$ cat src/rtl/crc14_packet_framer_assert.svh
// Assertion macros for the framer RTL.
`ifndef CRC14_PACKET_FRAMER_ASSERT_SVH
`define CRC14_PACKET_FRAMER_ASSERT_SVH

// Same-cycle implication, sampled on the rising clock edge, off during reset.
`define CPF_ASSERT_NOW(label, ante, cons, msg) \
   label: assert property (@(posedge clock) disable iff (reset) (ante) |-> (cons)) \
      else $error(msg);

// Next-cycle implication.
`define CPF_ASSERT_NEXT(label, ante, cons, msg) \
   label: assert property (@(posedge clock) disable iff (reset) (ante) |=> (cons)) \
      else $error(msg);

`endif

$ cat src/rtl/crc14pf_pkg.sv
`timescale 1ns / 1ps
package crc14pf_pkg;

   localparam logic [13:0] CRC_INIT = 14'h3fff;
   localparam logic [13:0] CRC_POLY = 14'h22f0;
   localparam int unsigned CRC_BITS_PER_BYTE = 7;

   localparam logic KIND_START = 1'b0;
   localparam logic KIND_DATA  = 1'b1;

   typedef enum logic {
      JOB_HEADER = 1'b0,
      JOB_DATA   = 1'b1
   } job_op_type;

   // bytes[0] is sent first; a data job uses bytes[0] only
   typedef struct packed {
      job_op_type       op;
      logic             crc_after;
      logic [2:0][7:0]  bytes;
   } job_type;

   function automatic logic [13:0] crc14_take(input logic [13:0] crc, input logic [7:0] b);
      logic [13:0] c;
      c = crc ^ {7'd0, b[6:0]};
      for (int k = 0; k < CRC_BITS_PER_BYTE; k++) begin
         if (c[0]) begin
            c = (c >> 1) ^ CRC_POLY;
         end else begin
            c = c >> 1;
         end
      end
      return c;
   endfunction

endpackage

$ cat src/rtl/crc14pf_front.sv
`timescale 1ns / 1ps
module crc14pf_front (
   input  logic                  clock,
   input  logic                  reset,
   input  logic                  req_tvalid,
   output logic                  req_tready,
   input  logic [31:0]           req_tdata,
   input  logic                  req_tuser,
   input  logic                  q_full,
   output logic                  push,
   output crc14pf_pkg::job_type  push_job
);
   import crc14pf_pkg::*;

   logic       open_ff, open_in;
   logic [7:0] left_ff, left_in;
   logic       accept;
   logic [7:0] dest_address, command_code, packet_length, data_byte;

   assign dest_address  = req_tdata[7:0];
   assign command_code  = req_tdata[15:8];
   assign packet_length = req_tdata[23:16];
   assign data_byte     = req_tdata[31:24];

   assign req_tready = !q_full;
   assign accept     = req_tvalid && !q_full;

   always_comb begin
      open_in  = open_ff;
      left_in  = left_ff;
      push     = 1'b0;
      push_job = '0;
      if (accept) begin
         if (req_tuser == KIND_START) begin
            // a new start drops whatever packet was open
            push_job.op        = JOB_HEADER;
            push_job.bytes[0]  = dest_address;
            push_job.bytes[1]  = command_code;
            push_job.bytes[2]  = packet_length;
            push_job.crc_after = (packet_length == 8'd0);
            push               = 1'b1;
            open_in            = (packet_length != 8'd0);
            left_in            = packet_length;
         end else if (open_ff && (left_ff != 8'd0)) begin
            push_job.op        = JOB_DATA;
            push_job.bytes[0]  = data_byte;
            push_job.crc_after = (left_ff == 8'd1);
            push               = 1'b1;
            open_in            = (left_ff != 8'd1);
            left_in            = left_ff - 8'd1;
         end
         // stray data word outside a packet: swallowed
      end
   end

   always_ff @(posedge clock) begin
      if (reset) begin
         open_ff <= 1'b0;
         left_ff <= 8'd0;
      end else begin
         open_ff <= open_in;
         left_ff <= left_in;
      end
   end

endmodule

$ cat src/rtl/crc14pf_queue.sv
`timescale 1ns / 1ps
module crc14pf_queue #(
   parameter int DEPTH = 2
) (
   input  logic                  clock,
   input  logic                  reset,
   input  logic                  push,
   input  crc14pf_pkg::job_type  push_job,
   output logic                  full,
   input  logic                  pop,
   output logic                  head_valid,
   output crc14pf_pkg::job_type  head_job
);
   import crc14pf_pkg::*;

   localparam int PTR_W = (DEPTH > 1) ? $clog2(DEPTH) : 1;
   localparam int CNT_W = $clog2(DEPTH + 1);

   job_type            entry_ff [DEPTH];
   logic [PTR_W-1:0]   wr_ptr_ff, wr_ptr_in;
   logic [PTR_W-1:0]   rd_ptr_ff, rd_ptr_in;
   logic [CNT_W-1:0]   count_ff, count_in;
   logic               do_push, do_pop;

   assign full       = (count_ff == CNT_W'(DEPTH));
   assign head_valid = (count_ff != '0);
   assign head_job   = entry_ff[rd_ptr_ff];
   assign do_push    = push && !full;
   assign do_pop     = pop && head_valid;

   always_comb begin
      wr_ptr_in = wr_ptr_ff;
      rd_ptr_in = rd_ptr_ff;
      count_in  = count_ff;
      if (do_push) begin
         wr_ptr_in = (wr_ptr_ff == PTR_W'(DEPTH - 1)) ? '0 : wr_ptr_ff + 1'b1;
      end
      if (do_pop) begin
         rd_ptr_in = (rd_ptr_ff == PTR_W'(DEPTH - 1)) ? '0 : rd_ptr_ff + 1'b1;
      end
      if (do_push && !do_pop) begin
         count_in = count_ff + 1'b1;
      end else if (do_pop && !do_push) begin
         count_in = count_ff - 1'b1;
      end
   end

   always_ff @(posedge clock) begin
      if (do_push) begin
         entry_ff[wr_ptr_ff] <= push_job;
      end
   end

   always_ff @(posedge clock) begin
      if (reset) begin
         wr_ptr_ff <= '0;
         rd_ptr_ff <= '0;
         count_ff  <= '0;
      end else begin
         wr_ptr_ff <= wr_ptr_in;
         rd_ptr_ff <= rd_ptr_in;
         count_ff  <= count_in;
      end
   end

endmodule

$ cat src/rtl/crc14pf_back.sv
`timescale 1ns / 1ps
module crc14pf_back (
   input  logic                  clock,
   input  logic                  reset,
   input  logic                  head_valid,
   input  crc14pf_pkg::job_type  head_job,
   output logic                  pop,
   output logic                  rsp_tvalid,
   input  logic                  rsp_tready,
   output logic [7:0]            rsp_tdata,
   output logic                  rsp_tlast
);
   import crc14pf_pkg::*;

   logic [2:0]  step_ff, step_in;
   logic [13:0] crc_ff, crc_in;
   logic        rsp_valid_ff, rsp_valid_in;
   logic [7:0]  rsp_data_ff, rsp_data_in;
   logic        rsp_last_ff, rsp_last_in;

   logic        advance;
   logic [2:0]  n_data;
   logic        is_data, is_crc_lo, is_crc_hi, last_step;
   logic [1:0]  sel_idx;
   logic [7:0]  data_sel, byte_out;
   logic [13:0] crc_v, crc_base;

   assign advance   = head_valid && (!rsp_valid_ff || rsp_tready);
   assign n_data    = (head_job.op == JOB_HEADER) ? 3'd3 : 3'd1;
   assign is_data   = (step_ff < n_data);
   assign is_crc_lo = (step_ff == n_data);
   assign is_crc_hi = (step_ff == n_data + 3'd1);
   assign last_step = head_job.crc_after ? is_crc_hi : (step_ff == n_data - 3'd1);
   assign sel_idx   = is_data ? step_ff[1:0] : 2'd0;
   assign data_sel  = head_job.bytes[sel_idx];
   assign crc_v     = crc_ff ^ CRC_INIT;
   // header restarts the checksum on its first byte
   assign crc_base  = ((head_job.op == JOB_HEADER) && (step_ff == 3'd0)) ? CRC_INIT : crc_ff;

   always_comb begin
      if (is_data) begin
         byte_out = data_sel;
      end else if (is_crc_lo) begin
         byte_out = {1'b0, crc_v[6:0]};
      end else begin
         byte_out = {1'b0, crc_v[13:7]};
      end
   end

   always_comb begin
      step_in      = step_ff;
      crc_in       = crc_ff;
      rsp_valid_in = rsp_valid_ff;
      rsp_data_in  = rsp_data_ff;
      rsp_last_in  = rsp_last_ff;
      pop          = 1'b0;
      if (advance) begin
         rsp_valid_in = 1'b1;
         rsp_data_in  = byte_out;
         rsp_last_in  = is_crc_hi;
         if (is_data) begin
            crc_in = crc14_take(crc_base, data_sel);
         end else if (is_crc_hi) begin
            crc_in = CRC_INIT;
         end
         step_in = last_step ? 3'd0 : step_ff + 3'd1;
         pop     = last_step;
      end else if (rsp_tready) begin
         rsp_valid_in = 1'b0;
      end
   end

   always_ff @(posedge clock) begin
      if (reset) begin
         step_ff      <= 3'd0;
         crc_ff       <= CRC_INIT;
         rsp_valid_ff <= 1'b0;
      end else begin
         step_ff      <= step_in;
         crc_ff       <= crc_in;
         rsp_valid_ff <= rsp_valid_in;
      end
   end

   always_ff @(posedge clock) begin
      rsp_data_ff <= rsp_data_in;
      rsp_last_ff <= rsp_last_in;
   end

   assign rsp_tvalid = rsp_valid_ff;
   assign rsp_tdata  = rsp_data_ff;
   assign rsp_tlast  = rsp_last_ff;

`include "crc14_packet_framer_assert.svh"

   `CPF_ASSERT_NOW(a_step_idle, !head_valid, step_ff == 3'd0, "step count left over with no job")
   `CPF_ASSERT_NOW(a_last_is_crc, rsp_valid_ff && rsp_last_ff, rsp_data_ff[7] == 1'b0, "closing byte wider than 7 bits")
   `CPF_ASSERT_NEXT(a_crc_rearm, advance && is_crc_hi, crc_ff == CRC_INIT, "checksum not rearmed after packet")

endmodule

$ cat src/rtl/crc14_packet_framer.sv
`timescale 1ns / 1ps
// Channel  Dir  Handshake            tdata                          tuser / tlast
// req      in   req_tvalid/tready    dest,cmd,len,data (low->high)  tuser: kind
// rsp      out  rsp_tvalid/tready    out_byte                       tlast: end_of_packet
//
// Input words are taken one per cycle while the job queue (QUEUE_DEPTH deep) has room.
// Output runs one byte per cycle unless rsp_tready holds it: a start word yields 3 bytes
// (5 with an empty packet), a data word 1 byte (3 when it closes the packet); the single
// byte lane sets the rate. A data word outside a packet is taken and produces nothing.
// Reset is synchronous and clears queue, packet tracking and output valid; no sweep.
// Either side may stall; the queue lets the input run on while output is held.
module crc14_packet_framer #(
   parameter int QUEUE_DEPTH = 2
) (
   input  logic        clock,
   input  logic        reset,
   input  logic        req_tvalid,
   output logic        req_tready,
   input  logic [31:0] req_tdata,   // dest_address, command_code, packet_length, data_byte
   input  logic        req_tuser,   // kind
   output logic        rsp_tvalid,
   input  logic        rsp_tready,
   output logic [7:0]  rsp_tdata,   // out_byte
   output logic        rsp_tlast
);
   import crc14pf_pkg::*;

   logic    q_full, push, pop, head_valid;
   job_type push_job, head_job;

   crc14pf_front u_front (
      .clock      (clock),
      .reset      (reset),
      .req_tvalid (req_tvalid),
      .req_tready (req_tready),
      .req_tdata  (req_tdata),
      .req_tuser  (req_tuser),
      .q_full     (q_full),
      .push       (push),
      .push_job   (push_job)
   );

   crc14pf_queue #(
      .DEPTH (QUEUE_DEPTH)
   ) u_queue (
      .clock      (clock),
      .reset      (reset),
      .push       (push),
      .push_job   (push_job),
      .full       (q_full),
      .pop        (pop),
      .head_valid (head_valid),
      .head_job   (head_job)
   );

   crc14pf_back u_back (
      .clock      (clock),
      .reset      (reset),
      .head_valid (head_valid),
      .head_job   (head_job),
      .pop        (pop),
      .rsp_tvalid (rsp_tvalid),
      .rsp_tready (rsp_tready),
      .rsp_tdata  (rsp_tdata),
      .rsp_tlast  (rsp_tlast)
   );

endmodule
$ cat config.mk
export PLATFORM = sky130hd
export DESIGN_NAME = crc14_packet_framer
export DESIGN_NICKNAME = d
export VERILOG_FILES = /design/src/rtl/crc14pf_pkg.sv /design/src/rtl/crc14pf_front.sv /design/src/rtl/crc14pf_queue.sv /design/src/rtl/crc14pf_back.sv /design/src/rtl/crc14_packet_framer.sv
export VERILOG_INCLUDE_DIRS = /design/src /design/src/rtl
export SDC_FILE = /design/constraint.sdc
export NUM_CORES = 1
export LEC_CHECK = 0
export BUFFER_PORTS_ARGS = -buffer_cell sky130_fd_sc_hd__buf_2
export CAP_MARGIN = 20
export CORE_UTILIZATION = 42
export CTS_CLUSTER_DIAMETER = 40
export CTS_CLUSTER_SIZE = 16
export DETAILED_ROUTE_END_ITERATION = 10
export SLEW_MARGIN = 10
export SYNTH_ARGS = -nofsm -noshare
export SYNTH_HDL_FRONTEND = slang
export SYNTH_SLANG_ARGS = --single-unit
$ cat constraint.sdc
create_clock -name clock -period 8.9 [get_ports clock]
set_input_delay 0.445 -clock clock [delete_from_list [all_inputs] [get_ports clock]]
set_output_delay 0.445 -clock clock [all_outputs]
set_load 0.02 [all_outputs]
### Yosys cells after proc, flatten, opt, wreduce, memory -nomap -nowiden

Memory sizes are Yosys's and may differ from the RTL's. A register that Yosys moved wholly into a read port is not among the register bits.
Cells that the tools add are included.

* add/sub/neg operators: 8
* $lt $le $gt $ge: 2
* eq/ne operators: 7
* muxes and demuxes: 54
* bitwise logic cells: 10
* reduce and logical (&&, ||, !) cells: 23

Operators by type and width (count)
* $mux 14: 22
* $mux 8: 6
* $not 5->6: 7
* $mux 26: 1
* $bmux 8 s2: 1
* $mux 16: 1
* $reduce_bool 8->1: 2
* $mux 1: 15
* $not 14->14: 1
* $xor 14x7->14: 1
* $mux 2: 6
* $eq 3x3->1: 3
* $eq 8x1->1 const B: 1
* $logic_and 1x1->1: 8
* $logic_not 8->1: 1
* $ne 8x1->1 const B: 1
* $reduce_bool 2->1: 4
* $sub 8x1->8 const B: 1
* $mux 7: 1
* $add 3x1->3 const B: 2
* $logic_not 1->1: 4
* $reduce_and 2->1: 2
* $logic_not 3->1: 1
* $lt 2x3->1 const B: 1
* other kinds (10): 11

* bits in registers: 40
* bits in writable memories: 52
* input bits: 37
* output and inout bits: 11
* logic and storage cells: 115
* memories: 1

Memory list
* u_queue.entry_ff: words 2, width 26, rd ports 1, clocked after memory_dff 1, write ports 1, line crc14pf_queue.sv:19 `job_type entry_ff [DEPTH];`

### Depth between registers and ports, before layout

Gate-level depths: netlist (run 1).

* word-level depth: 33
* depth in mapped cells: 13
* gate-level depth less buffers: 11

### Cells and area by module

Synthesis (run 1) repeated with hierarchy kept, for this count alone.

* cell total of the unflattened synthesis: 436
* area, all modules: 4969.8 sq um

By module, submodules not included
* crc14pf_queue: times used 1, cells an instance 106, area each 2092.0 sq um, sequential area each 1661.6 sq um
* crc14pf_back: times used 1, cells an instance 216, area each 1976.9 sq um, sequential area each 630.6 sq um
* crc14pf_front: times used 1, cells an instance 114, area each 900.9 sq um, sequential area each 180.2 sq um

### Least setup slack after synthesis (run 1)

No wires, ideal clock.

* path type: register to register
* start: register with a tool-made name
* end: register u_back.crc_ff[4]
* setup time: 0.136 ns
* arrival time: 3.304 ns
* required time: 8.764 ns
* path slack: 5.460 ns
* stages on the path, launching flop included: 13
* buffers on the path: 2
* period minus slack after synthesis: 3.440 ns
* cells stage by stage: dfxtp_1 clkbuf_1 mux2i_1 inv_1 ha_1 buf_2 nor4b_1 mux4_2 a21oi_2 xnor2_2 xnor3_1 xnor2_1 a21oi_1

RTL lines
* to (signal assigned): line crc14pf_back.sv:80 `crc_ff <= crc_in;`
* to (decl): line crc14pf_back.sv:16 `logic [13:0] crc_ff, crc_in;`

==> flow_summary.yaml, run 1 <==
routing:
  first_pass_iters: 4
  vias: 3251
  drt_wl_total_um: 10200
  routedWlPerCell_um: 16.7
  final_antenna_net_count: 0
  wl_met2_um: 4940
  via_per_inst: 5.34
  wl_met1_um: 4700
  top_layer_used: "met4"
  route.detailed.drc: 0
  dr_wl_met3_um: 473
  drt_iter0_drc: 112
timing:
  setup_tns_ps: 0
  skew_ps: 9.25
  slew_viol_final: 0
  fin_crit_sh_pct: 41.3
  period_needed_ps: 3680
  relSlewSlack_pct: 38.1
  tightestPinTransition_ps: 925
  fmax_ghz: 0.272
  finalHoldViolations: 0
  finalSetupViolCount: 0
  rsz0062_at_grt: "false"
clocking:
  cts_sinks: 93
  cts_made_buffers: 9
  h-tree-depth: 3
  cts.clk_slew.worst_paths_ps: 60
  cts_resized: 0
  root_buffer: "clkbuf_16"
  cts_hold_buf: 0
  cts.path.max_buffers: 2
  worstSkewPairLatency_ps: 350
  post_cts_buffers: 0
  cts_tree: "done"
final_layout:
  nFillCells: 1000
  syn2layout_area_growth_pct: 13.1
  nets: 507
  drive_gt1_share_pct: 18.8
  post-route-util_pct: 49.0
  fin_area_um2: 5360
  num_antenna_cells: 0
placement:
  io_buffer_count: 47
  place_area_um2: 5080
  dp_hpwl_um: 7240
  gp_congestion: 0.837
logic_synthesis:
  synth_area_leaders: "edfxtp_1 39%, dfxtp_1 14%, mux2i_1 5.1%, nor2_1 4.8%, xnor2_1 4.8%"
  seq_area_frac_synth_pct: 52.2
  synthArstFlopShare_pct: 0
  yosysWarnings: 0
  synth_top_area_share_pct: 38.7
  synthFlopType: "edfxtp_1"
  synth_cells: 423
  synth_edf_count: 61
  avgSynthCellArea_um2: 11.2
  yosysUniqueCellTypes: 56
  synth_fp_nets: 466
  syn_area_um2: 4740
  synth_top_area_cell: "edfxtp_1"
  synth_seq_cells: 93
setup_path:
  startpoint_type: "flop"
  path_class: "flop to flop"
  crit_fanout: 8
  cp.arrival_ps: 3880
  end_kind: "flop"
  worst_ep_required_time_ps: 9100
floorplan:
  initial_core_util_pct: 43.3
  io_pins: 48
  die-width_um: 108
  core_um2: 10900
  rows: 38
  die_y_um: 108
  dieArea_um2: 11700
global_route:
  grt_pass1_vias: 3211
  grt_pass1_wl_um: 16700
  grt_antenna_before_repair: 0
  grt_max_degree: 27
  track_usage_pct: 19.1
  gr-total-overflow: 0
power:
  peakVddDrop_mv: 0.196
  p_leak_uw: 0.00201
  power_density_nw_per_um2: 359
run:
  cap_viol_max_count: 0
min_path:
  hp-class: "input pin to flop"
status:
  status: "finished clean"
placed cells by master (no fill, tap or decap), types with 2 or more instances in the layout:
cell	synthesis	final
edfxtp_1	61	61
nor2_1	61	60
buf_2	4	47
dfxtp_1	32	32
a21oi_1	30	30
nand2_1	27	27
xnor2_1	26	26
mux2i_1	24	24
and2_1	16	16
xor2_1	16	16
inv_1	10	10
nor3_1	9	9
clkbuf_16	0	9
o21ai_0	8	8
a22o_1	8	8
ha_1	6	6
o22ai_1	5	5
buf_4	1	5
mux4_2	4	4
o32ai_1	4	4
xnor2_2	4	4
a22oi_1	4	4
clkinvlp_4	0	4
nand2b_1	3	3
or3_1	3	3
o31ai_1	3	3
nand3_1	3	3
xnor3_1	3	3
mux2_2	2	2
or2_2	2	2
nor4b_1	2	2
nor3_2	2	2
synth_stat cells (4+ instances only):
| master | number |
|---|---|
| edfxtp_1 | 61 |
| nor2_1 | 61 |
| dfxtp_1 | 32 |
| a21oi_1 | 30 |
| nand2_1 | 27 |
| xnor2_1 | 26 |
| mux2i_1 | 24 |
| and2_1 | 16 |
| xor2_1 | 16 |
| clkbuf_1 | 14 |
| inv_1 | 10 |
| nor3_1 | 9 |
| a22o_1 | 8 |
| o21ai_0 | 8 |
| ha_1 | 6 |
| o22ai_1 | 5 |
| a22oi_1 | 4 |
| buf_2 | 4 |
| mux4_2 | 4 |
| o32ai_1 | 4 |
| xnor2_2 | 4 |
layout make-up:
cell class	instances	area, um^2	share of cell area (%)
clock inverters	6	47.5	0.887
repair buffers	52	273	5.09
multi-input cells	297	2120	39.6
clock buffers	10	229	4.27
inverters	11	41.3	0.771
well taps	140	175	3.27
flip-flops and latches	93	2470	46.1
cell families after synthesis:
kind of cell / Yosys count / share of synthesized area, %
simple gates: 136 / 13.6
mux: 31 / 7.92
buf+inv: 33 / 3.12
xor+xnor: 51 / 11.6
compound gates: 73 / 10.0
flops: 93 / 52.2
fa+ha+maj: 6 / 1.58
critical path, stage by stage, from the launching register on:
cell and delay [ps]:
dfxtp_1 340, mux2i_1 410, inv_1 90, ha_1 400, nor4b_1 680, mux4_2 440
a21oi_2 310, xnor2_2 190, xnor3_1 450, xnor2_1 150, a21oi_1 80
registers in the layout (all words and copies together) (netlist names), 2 cells and up, named ones only:
signal and flops:
u_queue.count_ff 2, u_front.left_ff 8, u_back.crc_ff 14, u_back.step_ff 3, u_back.rsp_tdata 8, u_queue.entry_ff 52
through the flow:
stage	total power, uW	setup WS [ps]	std cells	hold WS [ps]
finish	1930	5220	609	392
global route	2050	4970	609	409
CTS	1940	5210	609	394
detailed placement	1580	5230	593	489
global placement	1560	5420	593	458
floorplan	1390	5460	423	441
power by group:
group / switching (uW) / leakage [uW] / internal (uW)
Sequential: 53.7 / 0.000840 / 571
Clock: 169 / 0.000121 / 191
Combinational: 503 / 0.00105 / 438
Total: 725 / 0.00201 / 1200
routing by layer:
| layer | up-vias | GRT usage, % |
|---|---|---|
| li1 | 1584 | - |
| met1 | 1585 | 25.6 |
| met2 | 73 | 30.9 |
| met3 | 9 | 5.24 |
| met4 | 0 | 4.11 |
| met5 | - | 0 |
worst paths after layout:
check                                  startpoint                end  slack [ps]  cells past startpoint
worst max-delay path                         flop   u_back.crc_ff[4]        5220                     10
worst min-delay path                   rsp_tready  u_back.rsp_tvalid         390                      3
worst max register to register               flop   u_back.crc_ff[4]        5220                     10
worst min register to register  u_back.rsp_tvalid  u_back.rsp_tvalid         500                      2
Note: power is estimated with default switching activity, not from simulation.
==> run 2: changes to the inputs <==
clock period = 3 ns   (was 8.9 ns; I/O delays follow)
==> flow_summary.yaml, run 2 (synthesis results as in run 1) <==
final_layout:
  syn2layout_area_growth_pct: 20.9
  post-route-util_pct: 52.4
  fin_area_um2: 5730
  nets: 533
  final_common_cell: "edfxtp_1"
  num_antenna_cells: 0
  reg_top3: "u_queue.entry_ff (52), u_back.crc_ff (14)"
  drive_gt1_share_pct: 26.3
  largest_reg_flops: 52
  layout_common_cells: "61 x edfxtp_1, 58 x nor2_1, 47 x buf_2, 31 x buf_4, 31 x dfxtp_1"
  regMostFlops: "u_queue.entry_ff"
clocking:
  worstSkewPairLatency_ps: 340
  cts_hold_buf: 0
  h-tree-depth: 3
  cts.path.max_buffers: 2
  cts_sinks: 93
  cts_made_buffers: 9
  cts_tree: "done"
  root_buffer: "clkbuf_16"
  cts.clk_slew.worst_paths_ps: 70
setup_path:
  cp_top_family: "multiplexers"
  cp_slowest_cell: "or4b_4"
  max_stage_delay_ps: 540
  path_cells: "mux2i_4, inv_1, ha_4, or4b_4, mux4_2, mux2i_4, xnor2_4, xnor3_2, xnor2_2, a21oi_1"
  r2r_setup_slack_ps: 70
  path_buf_inv: 1
  cp.arrival_ps: 3200
  crit_top_cell: "mux2i_4"
  startpoint_type: "flop"
  end_kind: "flop"
  crit_fanout: 5
  path_class: "flop to flop"
  worst_ep_required_time_ps: 3270
power:
  power_density_nw_per_um2: 1110
  power_uw: 6360
  p_leak_uw: 0.00221
  peakVddDrop_mv: 0.583
timing:
  fin_crit_sh_pct: 97.6
  finalHoldViolations: 0
  slew_viol_final: 0
  skew_ps: 8.48
  fmax_ghz: 0.341
  tightestPinTransition_ps: 622
  relSlewSlack_pct: 58.5
  whs_ps: 96.5
  period_needed_ps: 2930
  finalSetupViolCount: 0
routing:
  first_pass_iters: 4
  drt_wl_total_um: 10100
  route.detailed.drc: 0
  drt_iter0_drc: 78
  routedWlPerCell_um: 15.9
  vias: 3296
  via_per_inst: 5.19
  final_antenna_net_count: 0
global_route:
  grt_antenna_before_repair: 0
  gr-total-overflow: 0
  grt_pass1_vias: 3246
  grt_pass1_wl_um: 16600
  grt_max_degree: 27
  track_usage_pct: 18.9
min_path:
  hp-class: "input pin to flop"
floorplan:
  initial_core_util_pct: 43.3
  die_y_um: 108
  dieArea_um2: 11700
  core_um2: 10900
  rows: 38
  io_pins: 48
  die-width_um: 108
status:
  status: "finished clean"
run:
  cap_viol_max_count: 0
placement:
  place_area_um2: 5270
  io_buffer_count: 47
  gp_congestion: 0.849
  dp_hpwl_um: 7330
-- run 2: changes by cell type in the layout (fill, tap and decap cells not counted), sizes merged --
cell / before / now
buf: 52 / 78
bufinv: 0 / 1
clkbuf: 10 / 9
clkinvlp: 4 / 0
inv: 11 / 15
-- run 2: path summary, 6_finish.rpt --
| check | endpoint | cells past startpoint | start |
|---|---|---|---|
| worst max-delay path | u_back.crc_ff[4] | 10 | flop |
| worst min-delay path | u_front.left_ff[0] | 3 | req_tvalid |
| worst max register to register | u_back.crc_ff[4] | 10 | flop |
| worst min register to register | u_front.left_ff[1] | 2 | u_front.left_ff[1] |
-- run 2: per-layer routing --
metal  global-route usage (%)  wire length (um)  vias up
met4                     6.46               205        0
met5                        0                 0        -
met2                     30.9              4940       66
met1                     25.1              4520     1573
met3                     3.44               438       17
li1                         -                 -     1640
-- run 2: stage by stage --
stage                     setup WS (ps)  TNS (ps)  std cells
after floorplan                   -64.6      -277        423
after global placement            -4.71     -8.02        614
after detailed placement           -118      -368        614
after CTS                         -21.3     -21.3        633
after global routing              -24.0     -34.1        635
final                              71.2         0        635
-- run 2: cell type report --
type                            instances  area (um^2)
Fill cell                             985         5210
Sequential cell                        93         2470
Tap cell                              140          175
Clock buffer                            9          225
Clock inverter                          7         87.6
Timing Repair Buffer                   78          468
Multi-Input combinational cell        297         2260
Inverter                               11         41.3
-- run 2: what timing repair did --
action,in CTS,in global routing
setup endpoints to repair,6,11
pin swaps,3,5
endpoints found under the hold margin,0,0
buffers inserted,3,2
resized for setup,3,15
-- run 2: report_power, final --
part / internal (uW) / leakage, uW / switching (uW)
Sequential: 1690 / 0.000840 / 163
Clock: 668 / 0.000155 / 514
Combinational: 1690 / 0.00121 / 1630
Total: 4060 / 0.00221 / 2310
-- run 2: tightest hold or removal path, delay by kind of cell --
family / cells / cell delay [ps]
and+or+nand+nor: 1 / 80
AOI/OAI and AO/OA: 1 / 90
buffers and inverters: 1 / 90
==> run 3: changes to the inputs <==
clock period = 3.7 ns   (was 3 ns; I/O delays follow)
==> flow_summary.yaml, run 3 (synthesis results as in run 1) <==
status:
  status: "finished clean"
floorplan:
  initial_core_util_pct: 43.3
  rows: 38
  core_um2: 10900
  dieArea_um2: 11700
  io_pins: 48
  die_y_um: 108
  die-width_um: 108
setup_path:
  r2r_setup_slack_ps: 430
  cp_top_family: "XOR/XNOR gates"
  max_stage_delay_ps: 600
  end_kind: "flop"
  path_buf_inv: 1
  cp_slowest_cell: "or4b_4"
  path_cells: "mux2i_1, inv_1, ha_1, or4b_4, o32ai_1, nor2_1, xor2_1, xnor3_1, xnor2_1, a21oi_1"
  startpoint_type: "flop"
  cp.arrival_ps: 3470
  path_class: "flop to flop"
  worst_ep_required_time_ps: 3900
  crit_fanout: 8
routing:
  drt_iter0_drc: 143
  first_pass_iters: 4
  drt_wl_total_um: 9790
  route.detailed.drc: 0
  routedWlPerCell_um: 16.0
  via_per_inst: 5.25
  vias: 3209
  final_antenna_net_count: 0
timing:
  finalSetupViolCount: 0
  setup_tns_ps: 0
  fin_crit_sh_pct: 88.3
  finalHoldViolations: 0
  rsz0062_at_grt: "false"
  period_needed_ps: 3270
  relSlewSlack_pct: 41.4
  skew_ps: 5.14
  fmax_ghz: 0.306
  tightestPinTransition_ps: 875
  slew_viol_final: 0
final_layout:
  largest_reg_flops: 52
  post-route-util_pct: 49.3
  drive_gt1_share_pct: 19.3
  regArea_um2: 2470
  regMostFlops: "u_queue.entry_ff"
  nFillCells: 1011
  reg_top3: "u_queue.entry_ff (52), u_back.crc_ff (14)"
  multi_input_area_um2: 2120
  final_common_cell: "edfxtp_1"
  syn2layout_area_growth_pct: 13.8
  fin_cells: 611
  num_antenna_cells: 0
  fin_area_um2: 5390
  layout_common_cells: "61 x edfxtp_1, 60 x nor2_1, 47 x buf_2, 32 x dfxtp_1, 30 x a21oi_1"
  nets: 509
clocking:
  cts_sinks: 93
  root_buffer: "clkbuf_16"
  cts.clk_slew.worst_paths_ps: 70
  worstSkewPairLatency_ps: 340
  cts_tree: "done"
  h-tree-depth: 3
  cts_resized: 0
  cts_made_buffers: 9
  post_cts_buffers: 0
  cts.path.max_buffers: 2
  cts_hold_buf: 0
global_route:
  grt_antenna_before_repair: 0
  gr-total-overflow: 0
  grt_max_degree: 27
  track_usage_pct: 18.3
  grt_pass1_vias: 3138
  grt_pass1_wl_um: 16100
placement:
  gp_congestion: 0.816
  dp_hpwl_um: 7020
  io_buffer_count: 47
  place_area_um2: 5100
  dp.cells: 595
power:
  power_density_nw_per_um2: 867
  p_leak_uw: 0.00205
  peakVddDrop_mv: 0.386
run:
  cap_viol_max_count: 0
min_path:
  hp-class: "input pin to flop"
run 3: cell count changes in the layout (fill, tap and decap cells not counted), sizes merged:
cell	delta
buf	-24
bufinv	-1
inv	+1
run 3: per-stage QoR:
| stage | power [uW] | hold slack [ps] | setup slack (ps) |
|---|---|---|---|
| finish | 4670 | 134 | 432 |
| detailed placement | 3780 | 464 | 486 |
| global route | 4960 | 146 | 315 |
| CTS | 4700 | 130 | 456 |
| global placement | 3760 | 458 | 547 |
| floorplan | 3340 | 354 | 260 |
run 3: worst min-delay path, delay by kind of cell:
family / cells / cell delay, ps
simple gates: 1 / 110
buf+inv: 1 / 70
compound gates: 1 / 60
run 3: final cells by class:
class                      count  area share, %
sequential                    93           45.8
multi-input combinational    297           39.3
timing repair buffer          54           5.34
clock buffer                   9           4.18
tap                          140           3.25
clock inverter                 7           1.32
inverter                      11          0.766
run 3: layer usage:
metal | routed length (um) | up-vias | track usage [%] | share of wire [%]
li1 | - | 1595 | - | -
met2 | 4730 | 71 | 29.9 | 48
met5 | 0 | - | 0 | 0
met1 | 4410 | 1532 | 23.4 | 45
met4 | 180 | 0 | 6.75 | 1.8
met3 | 467 | 11 | 4.34 | 4.8
run 3: final timing paths:
path,start,to,cells past startpoint
setup / recovery,flop,u_back.crc_ff[4],10
hold / removal,rsp_tready,u_back.rsp_tvalid,3
setup reg to reg,flop,u_back.crc_ff[4],10
hold reg to reg,u_front.left_ff[1],u_front.left_ff[1],2
run 3: report_power, final:
group | internal (uW) | total, uW | switching [uW]
clock | 481 | 920 | 439
combinational | 1060 | 2250 | 1190
sequential | 1370 | 1500 | 126
